## src/hdl/utg_pkg.sv

```systemverilog
// shared types, constants and font folding for the utf8 glyph placer
package utg_pkg;

    localparam int GLYPH_W_MAIN  = 8;
    localparam int GLYPH_W_SMALL = 6;

    localparam int CFG_IDX_W  = 3;
    localparam int CFG_DATA_W = 12;

    localparam logic [CFG_IDX_W-1:0] CFG_LEFT_X        = 3'd0;
    localparam logic [CFG_IDX_W-1:0] CFG_RIGHT_LIMIT   = 3'd1;
    localparam logic [CFG_IDX_W-1:0] CFG_SCROLL_OFFSET = 3'd2;
    localparam logic [CFG_IDX_W-1:0] CFG_SMALL_FONT    = 3'd3;
    localparam logic [CFG_IDX_W-1:0] CFG_MARQUEE_MODE  = 3'd4;

    localparam logic [7:0] CHAR_QMARK = 8'h3F;

    localparam int FIFO_DEPTH = 4;
    localparam int FIFO_AW    = 2;
    localparam int LEVEL_W    = 3;

    typedef struct packed {
        logic signed [10:0] left_x;
        logic signed [11:0] right_limit;
        logic        [11:0] scroll_offset;
        logic               small_font;
        logic               marquee_mode;
    } cfg_t;

    typedef struct packed {
        logic               is_end;
        logic        [7:0]  glyph_index;
        logic signed [13:0] x_pos;
        logic        [7:0]  column_mask;
    } rec_t;

    typedef struct packed {
        logic [1:0] n;
        rec_t       first;
        rec_t       second;
    } push_t;

    function automatic logic [7:0] font_row(input logic [7:0] cp);
        logic [7:0] row;
        if (cp >= 8'd32 && cp <= 8'd126)
            row = cp - 8'd32;
        else if (cp >= 8'd160)
            row = cp - 8'd65;
        else
            row = CHAR_QMARK - 8'd32;
        return row;
    endfunction

endpackage

```

## src/hdl/utg_place.sv

```systemverilog
// utf8 decode, font folding and pen placement, one byte per beat
module utg_place (
    input  logic          clk,
    input  logic          rst_n,
    input  utg_pkg::cfg_t cfg,
    input  logic          beat,
    input  logic [7:0]    text_byte,
    input  logic          last_byte,
    output utg_pkg::push_t push
);
    import utg_pkg::*;

    typedef enum logic [1:0] {PH_IDLE, PH_PAIR, PH_SKIP, PH_STOP} phase_t;

    phase_t             phase_reg, phase_next, phase_cur;
    logic [4:0]         lead_reg, lead_next, lead_cur;
    logic signed [13:0] pen_reg, pen_next, pen_cur;
    logic               open_reg;

    logic signed [14:0] lx15, rl15, sc15, gw15, start15, pen15, pen_end, dl, dr;
    logic [3:0]         gw;
    logic               do_place, clip_stop, placed, emit;
    logic [7:0]         cp, mask_clip, mask_mq, mask;
    logic [10:0]        pair_cp;
    rec_t               glyph_rec, end_rec;

    assign gw   = cfg.small_font ? 4'(GLYPH_W_SMALL) : 4'(GLYPH_W_MAIN);
    assign lx15 = {{4{cfg.left_x[10]}}, cfg.left_x};
    assign rl15 = {{3{cfg.right_limit[11]}}, cfg.right_limit};
    assign sc15 = {3'b000, cfg.scroll_offset};
    assign gw15 = {11'd0, gw};
    assign start15 = cfg.marquee_mode ? (lx15 - sc15) : lx15;

    assign phase_cur = open_reg ? phase_reg : PH_IDLE;
    assign lead_cur  = open_reg ? lead_reg : 5'd0;
    assign pen_cur   = open_reg ? pen_reg : start15[13:0];
    assign pen15     = {pen_cur[13], pen_cur};
    assign pen_end   = pen15 + gw15;
    assign dl        = lx15 - pen15;
    assign dr        = rl15 - pen15;
    assign pair_cp   = {lead_cur, text_byte[5:0]};

    // decode
    always_comb
    begin
        phase_next = phase_cur;
        lead_next  = lead_cur;
        do_place   = 1'b0;
        cp         = CHAR_QMARK;
        unique case (phase_cur)
            PH_PAIR:
            begin
                phase_next = PH_IDLE;
                do_place   = 1'b1;
                if (pair_cp >= 11'd32 && pair_cp <= 11'd255)
                    cp = pair_cp[7:0];
            end
            PH_STOP:
            begin
                phase_next = PH_STOP;
            end
            default:
            begin
                if (phase_cur == PH_SKIP && text_byte[7:6] == 2'b10) begin
                    phase_next = PH_SKIP;
                end else if (text_byte == 8'd0) begin
                    phase_next = PH_STOP;
                end else if (!text_byte[7]) begin
                    phase_next = PH_IDLE;
                    do_place   = 1'b1;
                    if (text_byte >= 8'd32)
                        cp = text_byte;
                end else if (text_byte[7:5] == 3'b110) begin
                    if (last_byte) begin
                        phase_next = PH_IDLE;
                        do_place   = 1'b1;
                    end else begin
                        phase_next = PH_PAIR;
                        lead_next  = text_byte[4:0];
                    end
                end else begin
                    phase_next = PH_SKIP;
                    do_place   = 1'b1;
                end
            end
        endcase
    end

    // column masks
    always_comb
    begin
        for (int c = 0; c < 8; c++) begin
            mask_clip[7-c] = (c < int'(gw));
            mask_mq[7-c]   = (c < int'(gw)) && (int'(dl) <= c) && (int'(dr) > c);
        end
    end

    assign clip_stop = cfg.marquee_mode ? (pen15 >= rl15) : (pen_end > rl15);
    assign placed    = do_place && !clip_stop;
    assign emit      = placed && (!cfg.marquee_mode || (pen_end > lx15));
    assign mask      = cfg.marquee_mode ? mask_mq : mask_clip;
    assign pen_next  = placed ? pen_end[13:0] : pen_cur;

    assign glyph_rec = '{is_end: 1'b0, glyph_index: font_row(cp), x_pos: pen_cur,
                         column_mask: mask};
    assign end_rec   = '{is_end: 1'b1, glyph_index: 8'd0, x_pos: pen_next,
                         column_mask: 8'd0};

    always_comb
    begin
        push.first  = emit ? glyph_rec : end_rec;
        push.second = end_rec;
        if (!beat)
            push.n = 2'd0;
        else if (emit && last_byte)
            push.n = 2'd2;
        else if (emit || last_byte)
            push.n = 2'd1;
        else
            push.n = 2'd0;
    end

    always_ff @(posedge clk or negedge rst_n)
    begin
        if (!rst_n) begin
            phase_reg <= PH_IDLE;
            lead_reg  <= 5'd0;
            pen_reg   <= 14'sd0;
            open_reg  <= 1'b0;
        end else if (beat) begin
            pen_reg  <= pen_next;
            open_reg <= !last_byte;
            if (last_byte) begin
                phase_reg <= PH_IDLE;
                lead_reg  <= 5'd0;
            end else begin
                phase_reg <= (do_place && clip_stop) ? PH_STOP : phase_next;
                lead_reg  <= lead_next;
            end
        end
    end

endmodule

```

## src/hdl/utg_fifo.sv

```systemverilog
// result queue taking up to two records per beat and giving one
module utg_fifo (
    input  logic                    clk,
    input  logic                    rst_n,
    input  utg_pkg::push_t          push,
    input  logic                    pop,
    output utg_pkg::rec_t           head,
    output logic [utg_pkg::LEVEL_W-1:0] level
);
    import utg_pkg::*;

    rec_t                mem [FIFO_DEPTH];
    logic [FIFO_AW-1:0]  wr_reg, rd_reg, wr_plus1;
    logic [LEVEL_W-1:0]  level_reg;

    assign wr_plus1 = wr_reg + 1'b1;
    assign head     = mem[rd_reg];
    assign level    = level_reg;

    always_ff @(posedge clk)
    begin
        if (push.n != 2'd0)
            mem[wr_reg] <= push.first;
        if (push.n == 2'd2)
            mem[wr_plus1] <= push.second;
    end

    always_ff @(posedge clk or negedge rst_n)
    begin
        if (!rst_n) begin
            wr_reg    <= '0;
            rd_reg    <= '0;
            level_reg <= '0;
        end else begin
            wr_reg    <= wr_reg + FIFO_AW'(push.n);
            rd_reg    <= rd_reg + FIFO_AW'(pop);
            level_reg <= level_reg + LEVEL_W'(push.n) - LEVEL_W'(pop);
        end
    end

endmodule

```

## src/hdl/utf8_glyph_placer.sv

```systemverilog
// top level: utf8 text to latin-1 glyph placement records
//
//  channel  handshake                 payload
//  text     text_valid/text_ready     text_byte, last_byte
//  glyph    glyph_valid/glyph_ready   is_end, glyph_index, x_pos, column_mask
//  cfg      cfg_valid/cfg_ready       cfg_index, cfg_data
//
// one text beat per cycle when text_ready; a beat's glyph and end record leave singly
// the decoder and pen run in the accepting cycle, records are registered in the queue
// a four-entry result queue sets the rate: text_ready drops while more than two wait
// reset clears decode state, pen and queue; registers reload their reset values
// cfg writes are always taken and are registered before the placer uses them
module utf8_glyph_placer (
    input  logic                           clk,
    input  logic                           rst_n,
    input  logic                           text_valid,
    output logic                           text_ready,
    input  logic [7:0]                     text_byte,
    input  logic                           last_byte,
    output logic                           glyph_valid,
    input  logic                           glyph_ready,
    output logic                           is_end,
    output logic [7:0]                     glyph_index,
    output logic signed [13:0]             x_pos,
    output logic [7:0]                     column_mask,
    input  logic                           cfg_valid,
    output logic                           cfg_ready,
    input  logic [utg_pkg::CFG_IDX_W-1:0]  cfg_index,
    input  logic [utg_pkg::CFG_DATA_W-1:0] cfg_data
);
    import utg_pkg::*;

    cfg_t               cfg_reg;
    push_t              push;
    rec_t               head;
    logic [LEVEL_W-1:0] level;
    logic               text_beat, glyph_beat;

    assign cfg_ready   = 1'b1;
    assign text_ready  = (level <= LEVEL_W'(FIFO_DEPTH - 2));
    assign text_beat   = text_valid && text_ready;
    assign glyph_valid = (level != '0);
    assign glyph_beat  = glyph_valid && glyph_ready;

    assign is_end      = head.is_end;
    assign glyph_index = head.glyph_index;
    assign x_pos       = head.x_pos;
    assign column_mask = head.column_mask;

    always_ff @(posedge clk or negedge rst_n)
    begin
        if (!rst_n)
        begin
            cfg_reg.left_x        <= 11'sd0;
            cfg_reg.right_limit   <= 12'sd320;
            cfg_reg.scroll_offset <= 12'd0;
            cfg_reg.small_font    <= 1'b0;
            cfg_reg.marquee_mode  <= 1'b0;
        end
        else if (cfg_valid && cfg_ready)
        begin
            unique case (cfg_index)
                CFG_LEFT_X:        cfg_reg.left_x        <= cfg_data[10:0];
                CFG_RIGHT_LIMIT:   cfg_reg.right_limit   <= cfg_data;
                CFG_SCROLL_OFFSET: cfg_reg.scroll_offset <= cfg_data;
                CFG_SMALL_FONT:    cfg_reg.small_font    <= cfg_data[0];
                CFG_MARQUEE_MODE:  cfg_reg.marquee_mode  <= cfg_data[0];
                default:           ;
            endcase
        end
    end

    utg_place u_place (
        .clk       (clk),
        .rst_n     (rst_n),
        .cfg       (cfg_reg),
        .beat      (text_beat),
        .text_byte (text_byte),
        .last_byte (last_byte),
        .push      (push)
    );

    utg_fifo u_fifo (
        .clk   (clk),
        .rst_n (rst_n),
        .push  (push),
        .pop   (glyph_beat),
        .head  (head),
        .level (level)
    );

    a_end_follows: assert property (@(posedge clk) disable iff (!rst_n)
        (text_beat && last_byte) |=> glyph_valid)
        else $error("end record missing after last beat");

    a_level_bound: assert property (@(posedge clk) disable iff (!rst_n)
        level <= LEVEL_W'(FIFO_DEPTH))
        else $error("result queue overflow");

    a_stall_has_data: assert property (@(posedge clk) disable iff (!rst_n)
        !text_ready |-> glyph_valid)
        else $error("input stalled with empty queue");

    a_push_fits: assert property (@(posedge clk) disable iff (!rst_n)
        (push.n == 2'd2) |-> (text_beat && last_byte))
        else $error("double record without last beat");

endmodule

```

## config.mk

```make
export PLATFORM = sky130hd
export DESIGN_NAME = utf8_glyph_placer
export DESIGN_NICKNAME = d
export VERILOG_FILES = /design/src/hdl/utg_pkg.sv /design/src/hdl/utg_place.sv /design/src/hdl/utg_fifo.sv /design/src/hdl/utf8_glyph_placer.sv
export SDC_FILE = /design/constraint.sdc
export NUM_CORES = 1
export LEC_CHECK = 0
export ABC_AREA = 1
export BUFFER_PORTS_ARGS = -buffer_cell sky130_fd_sc_hd__buf_2
export CAP_MARGIN = 20
export CORE_MARGIN = 5
export CORE_UTILIZATION = 60
export DETAILED_ROUTE_END_ITERATION = 7
export PLACE_DENSITY = 0.83
export SYNTH_ARGS = -nofsm -noshare
export SYNTH_HDL_FRONTEND = slang
export SYNTH_SLANG_ARGS = --single-unit
```

## constraint.sdc

```tcl
create_clock -name clk -period 9.18 [get_ports clk]
set_input_delay 1.836 -clock clk [delete_from_list [all_inputs] [get_ports clk]]
set_output_delay 1.836 -clock clk [all_outputs]
set_load 0.02 [all_outputs]
```

# After elaboration in Yosys (flattened, before gate mapping)
# Memory sizes are Yosys's and may differ from the RTL's.
# Index checks and enable logic that the tools add are counted.
# word_totals
register_bits	66
ram_bits	124
inputBits	29
output_inout_bits	34
wordCells	151
memories	1
# memory_table
memory	words	word_bits	read_ports	rd_clocked_by_memory_dff	write_ports	line_no	source
u_fifo.mem	4	31	1	0	2	utg_fifo.sv:12	rec_t mem [FIFO_DEPTH];
# op_classes
add_sub_neg	11
n_lt_le_gt_ge	34
n_eq_ne	10
mux	43
n_reduce_logical	40
# ops
cell	count
$gt 15x4->1 const B	4
$le 15x4->1 const B	4
$mux 8	7
$mux 14	3
$mux 5	7
$mux 31	1
$gt 15x3->1 const B	2
$le 15x3->1 const B	2
$logic_and 1x1->1	25
$mux 2	9
$ge 8x6->1 const B	2
$lt 3x4->1 const A	4
$pmux 8 s2	1
$add 14x5->15	1
$gt 15x1->1 const B	1
$gt 15x11->1	1
$gt 15x12->1	1
$gt 15x2->1 const B	1
$le 15x1->1 const B	1
$le 15x2->1 const B	1
$sub 11x14->15	1
$sub 12x14->15	1
$ge 14x12->1	1
$sub 11x13->14	1
32 further kinds	56

# Longest topological paths before layout
# Gate-level depths: netlist of run 1.
# logic_depth
word_depth	16
mapped_depth	45
depth_no_buf	43

# Modules after synthesis
# A second synthesis of run 1 with hierarchy kept.
# unflattened
hier_cells	2132
hier_area_um2	14874.3
# modules_own_cells
mod	n_inst	cells_each	area_each_um2	seq_area_each_um2
utg_fifo	1	920	7228.2	3898.7
utg_place	1	1028	6064.6	550.5
utf8_glyph_placer	1	184	1581.5	928.4

# Least setup slack after synthesis of run 1
# No wires, ideal clock.
# synth_timing
kind	reg2reg
from	register cfg_reg[26] (netlist name)
to	memory u_fifo.mem[2][8] (netlist name) (data pin)
setup_time_ns	0.141
t_arrival_ns	6.609
required_ns	9.039
setup_slack_ns	2.430
path_stages_with_launch	39
path_buffers	2
period_less_slack_ns	6.750
path_cell_list	dfrtp_1 > inv_1 > ha_1 > fa_1 > a21oi_1 > o21ai_0 > and2_1 > inv_1 > ha_1 > inv_1 > fa_1 > nor2_1 > o21ai_0 > nor3_2 > nand3_1 > nor2_2 > xor2_1 > ha_1 > [3 not listed] > nand2_1 > xnor2_1 > o41ai_1 > nand2_1 > o21ai_4 > nand3_2 > inv_2 > buf_2 > ha_1 > inv_1 > nor2_1 > nor2_1 > nor3_1 > inv_1 > nand2_1 > clkinv_1 > buf_2 > nor2_1
# synth_rtl
item	line_no	source
from (decl)	utf8_glyph_placer.sv:33	cfg_t cfg_reg;
to (decl)	utg_fifo.sv:12	

==> metrics.txt, run 1 <==
RSZ-0062 raised after global routing no; global route total overflow 0; first-pass GRT wire length 55530 um; worst reg-to-reg path cell count 38; R2R setup slack 0.69 ns; Crit Reg-Reg Startpoint cfg_reg[26]; Synthesized Nets between 1.5k and 2k; Largest register FFs between 100 and 150; initial cell density of the core a little over 60%; initial drt markers 1203; synthesized instance count 1667; Hold Vio Cnt, Final 0; Area Growth Syn to Fin 9.064%; skew final around 0.012 ns; Clock transition at path regs approximately 0.08 ns; synthesized area approximately 0.012 mm^2; FF-to-FF End u_fifo.mem[0][24]; CP most frequent cell inv_1; critical path type flop to flop; FMAX around 120 MHz; antenna-violating nets left 0; drt via density roughly 6; row cnt 52; CP startpoint kind flop; clk_lat worst skew 0.45 ns; Worst Hold Class flop to flop; FF+latch count, synth 190; WP data required ~9.5 ns; HPWL Detailed 24610 um; TritonCTS Buffers 17; clk sinks 190; die area 0.02366 mm^2; Yosys warning total 0; Critical-path top delay cell clkinv_1; worst setup path start cfg_reg[26]; initial antenna violation count 0; met1 Track Usage GR 41.11%; Worst Hold Launch u_fifo.mem[2][1]; die height about 150 um; via count around 12k; Avg WL per Cell around 17 um; Hold-fix buffers, CTS 0; worst slew pin tran about 1.0 ns; fillers around 1.7k; clock root cell clkbuf_16; number of diodes 0; Tmin final between 8 and 9 ns; setup violators final 0; Placed Cells between 1.5k and 2k; Core Region 0.02030 mm^2; most used routing layer met2; Rel. slew slack approximately a third; final net count roughly 1.8k; number of global-route vias before repair around 11k; CP peak stage delay approximately 0.6 ns; met2 usage roughly 45%; All-Layer GR Usage roughly 28%; met3 usage 4.103%; Final WS setup ~0.7 ns; Max Slew Vio Count 0; Unique masters post-synth 60; hold worst-path end u_fifo.mem[2][1]; total wire length 33820 um; post-synthesis sequential area ratio ~38%; IO Count between 60 and 70; CTS tree yes; Mean Syn Cell Area between 7 and 8 um^2; final cell count without fillers just under 2k; WP data arrival 8.84 ns; largest net degree at the start of global routing 67; fin crit share between 90% and 100%; Crit Path Max Fanout 24; Clock Path Buffers 2; first-pass detailed-route iteration total 6; status completed; DP Worst Slack around 0.97 ns; max-cap check violation count 0; die width 153.8 um; TNS Setup 0 ns; CTS resizes 0; WHS Path Cells 2; Final Hold Slack 0.4541 ns; PortBufs between 60 and 70; routability-driven placement congestion ratio ~1; layout cell share with drive strength beyond 1 about 8.9%; DRC Markers 0; post-CTS setup buffer count 0; critical path capture point type flop; H-tree level count 4
## worst max-delay path by stage
stage | endpoint | slack, ns | cells past startpoint
detailed placement | u_fifo.mem[0][24] | 0.97 | 38
floorplan | u_fifo.mem[2][8] | 2.43 | 38
global route | u_fifo.mem[0][24] | 0.09 | 41
global placement | u_fifo.mem[0][24] | 1.40 | 38
CTS | u_fifo.mem[0][24] | 0.82 | 38
finish | u_fifo.mem[0][24] | 0.69 | 38
## routing by layer
metal,share of wire [%],vias up
met3,9.0,73
met5,0,-
met1,44,5457
li1,-,5699
met4,2.1,0
met2,45,576
## cell families after synthesis
kind of cell	count (synthesis)	share of synthesized area (%)
buffers and inverters	237	7.522
adders and majority gates	86	8.974
xor gates and xnor gates	42	2.964
AOI/OAI and AO/OA	374	16.88
other	1	0.03022
DFF	190	37.85
and+or+nand+nor	737	25.78
## per-stage QoR
stage,cell area (um^2),utilization (%)
after CTS,13530,66.67
after global placement,12900,63.57
after detailed placement,12900,63.57
final,13530,66.67
after floorplan,12410,-
after global routing,13530,66.67
## layout by cell type (no fill, tap or decap), types with 7 or more instances in the layout
cell,count
a21oi_1,56
a31oi_1,7
and2_1,8
buf_2,61
buf_4,16
clkbuf_16,18
dfrtp_1,64
dfxtp_1,68
edfxtp_1,56
ha_1,81
inv_1,163
nand2_1,366
nand3_1,156
nand4_1,22
nor2_1,131
nor3_1,14
o211ai_1,7
o21ai_0,153
o21ai_1,74
o22ai_1,37
or2_0,8
xnor2_1,16
xor2_1,26
## worst max-delay path: cells and delay by family, from the launching register on
family,cells,cell delay [ns]
DFF,1,0.41
buffers and inverters,10,1.89
and+or+nand+nor,13,2.45
xor gates and xnor gates,2,0.50
AOI/OAI and AO/OA,7,1.24
adders and majority gates,6,1.87
## Yosys cell counts (all sizes together)
master / number / area share [%]
xor2: 26 / 1.8
o22ai: 37 / 1.9
clkbuf: 46 / 1.4
inv: 169 / 5.1
a2111oi: 1 / 0.071
a22o: 5 / 0.35
o21ai: 231 / 9.5
o21bai: 4 / 0.27
fa: 5 / 0.81
a21oi: 58 / 2.4
nor4: 2 / 0.10
and2: 12 / 0.69
nand2: 373 / 11
nor2: 134 / 4.2
o221ai: 1 / 0.071
o21a: 5 / 0.30
or2: 12 / 0.60
ha: 81 / 8.2
clkinv: 4 / 0.12
nor3: 19 / 0.85
dfstp: 2 / 0.42
nand4: 23 / 1.2
dfrtp: 64 / 13
nand3b: 3 / 0.18
a31oi: 7 / 0.35
o41ai: 1 / 0.071
a22oi: 2 / 0.12
dfxtp: 68 / 11
o311ai: 2 / 0.14
nand3: 159 / 6.5
conb: 1 / 0.030
o2111a: 1 / 0.091
a211oi: 3 / 0.18
o211ai: 10 / 0.73
a21o: 2 / 0.12
a21boi: 4 / 0.24
buf: 18 / 0.90
edfxtp: 56 / 14
xnor2: 16 / 1.1
## layout make-up
class / count / area, um^2 / share of cell area [%]
Clock inverter: 14 / 180.2 / 1.331
Clock buffer: 18 / 450.4 / 3.328
Multi-Input combinational cell: 1240 / 6794 / 50.20
Sequential cell: 190 / 4697 / 34.70
Tap cell: 270 / 337.8 / 2.496
Inverter: 173 / 649.4 / 4.798
Timing Repair Buffer: 77 / 425.4 / 3.143
Power of run 1 is left out: the tool's default activity adds up to more than one toggle a clock period on the data nets, which glitch-free logic cannot reach.
==> run 2: changes to the inputs <==
--- a/config.mk
+++ b/config.mk
@@ -12,6 +12,7 @@
 export CORE_UTILIZATION = 60
 export DETAILED_ROUTE_END_ITERATION = 7
 export PLACE_DENSITY = 0.83
+export SETUP_SLACK_MARGIN = 0.3
 export SYNTH_ARGS = -nofsm -noshare
 export SYNTH_HDL_FRONTEND = slang
 export SYNTH_SLANG_ARGS = --single-unit
==> constraint.sdc (replaced) <==
create_clock -name clk -period 8.6 [get_ports clk]
set_input_delay 1.72 -clock clk [delete_from_list [all_inputs] [get_ports clk]]
set_output_delay 1.72 -clock clk [all_outputs]
set_load 0.02 [all_outputs]
==> metrics.txt, run 2 (same netlist as run 1, synthesis figures left out) <==
status completed; layout cell share with drive strength beyond 1 about 9%; Worst Hold Class flop to flop; RSZ-0062 raised after global routing no; FMAX about 130 MHz; Hold Vio Cnt, Final 0; initial antenna violation count 0; clk sinks 190; die height between 150 and 200 um; number of diodes 0; TritonCTS Buffers 17; hold worst-path end u_fifo.mem[1][22]; Critical-path top delay cell clkinv_1; largest net degree at the start of global routing between 60 and 70; R2R setup slack around 1.1 ns; CP most frequent cell inv_1; commonest non-fill, non-tap cell in the layout nand2_1; HPWL Detailed approximately 25000 um; WP data required 8.96 ns; first-pass GRT wire length around 56000 um; Worst path top cell family by delay simple AND/OR/NAND/NOR gates; final cell count without fillers 1984; commonest cells after routing, fill and taps aside 366 x nand2_1, 163 x inv_1, 156 x nand3_1; setup violators final 0; fin crit share a little under 90%; Clock Path Buffers 2; global route total overflow 0; post-CTS setup buffer count 0; Worst Hold Launch u_fifo.mem[1][22]; clock root cell clkbuf_16; max-cap check violation count 0; CTS tree yes; WHS Path Cells 2; first-pass detailed-route iteration total 8; clk_lat worst skew approximately 0.46 ns; Largest register FFs between 100 and 150; WP buf/inv 11; Post-DP Area about 0.013 mm^2; DRC Markers 0; Tmin final around 7.5 ns; FF-to-FF End u_fifo.mem[3][24]; routability-driven placement congestion ratio roughly 0.99; TNS Setup 0 ns; Clock transition at path regs around 0.08 ns; via count 11.73k; Core Region 0.02030 mm^2; design area 0.01355 mm^2; skew final slightly above 0.02 ns; Final Core Density between 60% and 70%; Placed Cells roughly 2.0k; final net count around 1.8k; Avg WL per Cell 17.13 um; initial drt markers roughly 1.1k; Max Slew Vio Count 0; IO Count 63; CP startpoint kind flop; Crit Path Max Fanout 17; total wire length around 34000 um; PortBufs just over 60; Rel. slew slack 36.74%; drt via density about 6; row cnt 52; H-tree level count 4; die area about 0.024 mm^2; critical path capture point type flop; die width approximately 150 um; worst reg-to-reg path cell count 39; Hold-fix buffers, CTS 0; CTS resizes 0; critical path type flop to flop; WP data arrival 7.82 ns; Area Growth Syn to Fin 9.205%; antenna-violating nets left 0; number of global-route vias before repair approximately 11k; initial cell density of the core about three fifths; worst slew pin tran ~0.94 ns; Crit Reg-Reg Startpoint cfg_reg[26]; All-Layer GR Usage 28.62%; CP peak stage delay slightly above 0.5 ns
## run 2: how the worst max path moves through the flow
stage,from,end,cells after the start
2_1_floorplan,cfg_reg[26],u_fifo.mem[2][8],38
5_1_grt,cfg_reg[26],u_fifo.mem[2][24],42
4_1_cts,cfg_reg[26],u_fifo.mem[2][24],39
3_3_place_gp,cfg_reg[26],u_fifo.mem[3][24],39
3_5_place_dp,cfg_reg[26],u_fifo.mem[2][24],39
6_report,cfg_reg[26],u_fifo.mem[3][24],39
## run 2: cell type report
type	count	area [um^2]
Multi-Input combinational cell	1240	6794
Inverter	173	649.4
Sequential cell	190	4697
Clock inverter	14	182.7
Tap cell	270	337.8
Clock buffer	18	450.4
Fill cell	1734	6748
Timing Repair Buffer	79	440.4
## run 2: worst register-to-register path: cells and delay by family, from the launching register on
kind / cells / cell delay (ns)
flip-flops: 1 / 0.40
AO/OA/AOI/OAI: 7 / 1.15
XOR/XNOR: 2 / 0.46
adder cells (fa/ha/maj): 6 / 1.68
buffers and inverters: 11 / 1.68
AND/OR/NAND/NOR: 13 / 2.01
## run 2: per-layer routing
layer	global-route usage (%)	share of wire [%]	vias up
met1	40.67	44	5403
li1	-	-	5711
met5	0	0	-
met4	9.882	2.5	0
met2	45.12	45	557
met3	4.075	8.3	62
## run 2: stage by stage
stage,hold WS (ns),setup slack (ns)
detailed placement,0.4341,1.175
global route,0.4674,0.3320
CTS,0.4523,1.171
floorplan,0.4208,1.850
finish,0.4540,1.136
global placement,0.4317,1.398
Power of run 2 is left out for the same reason.
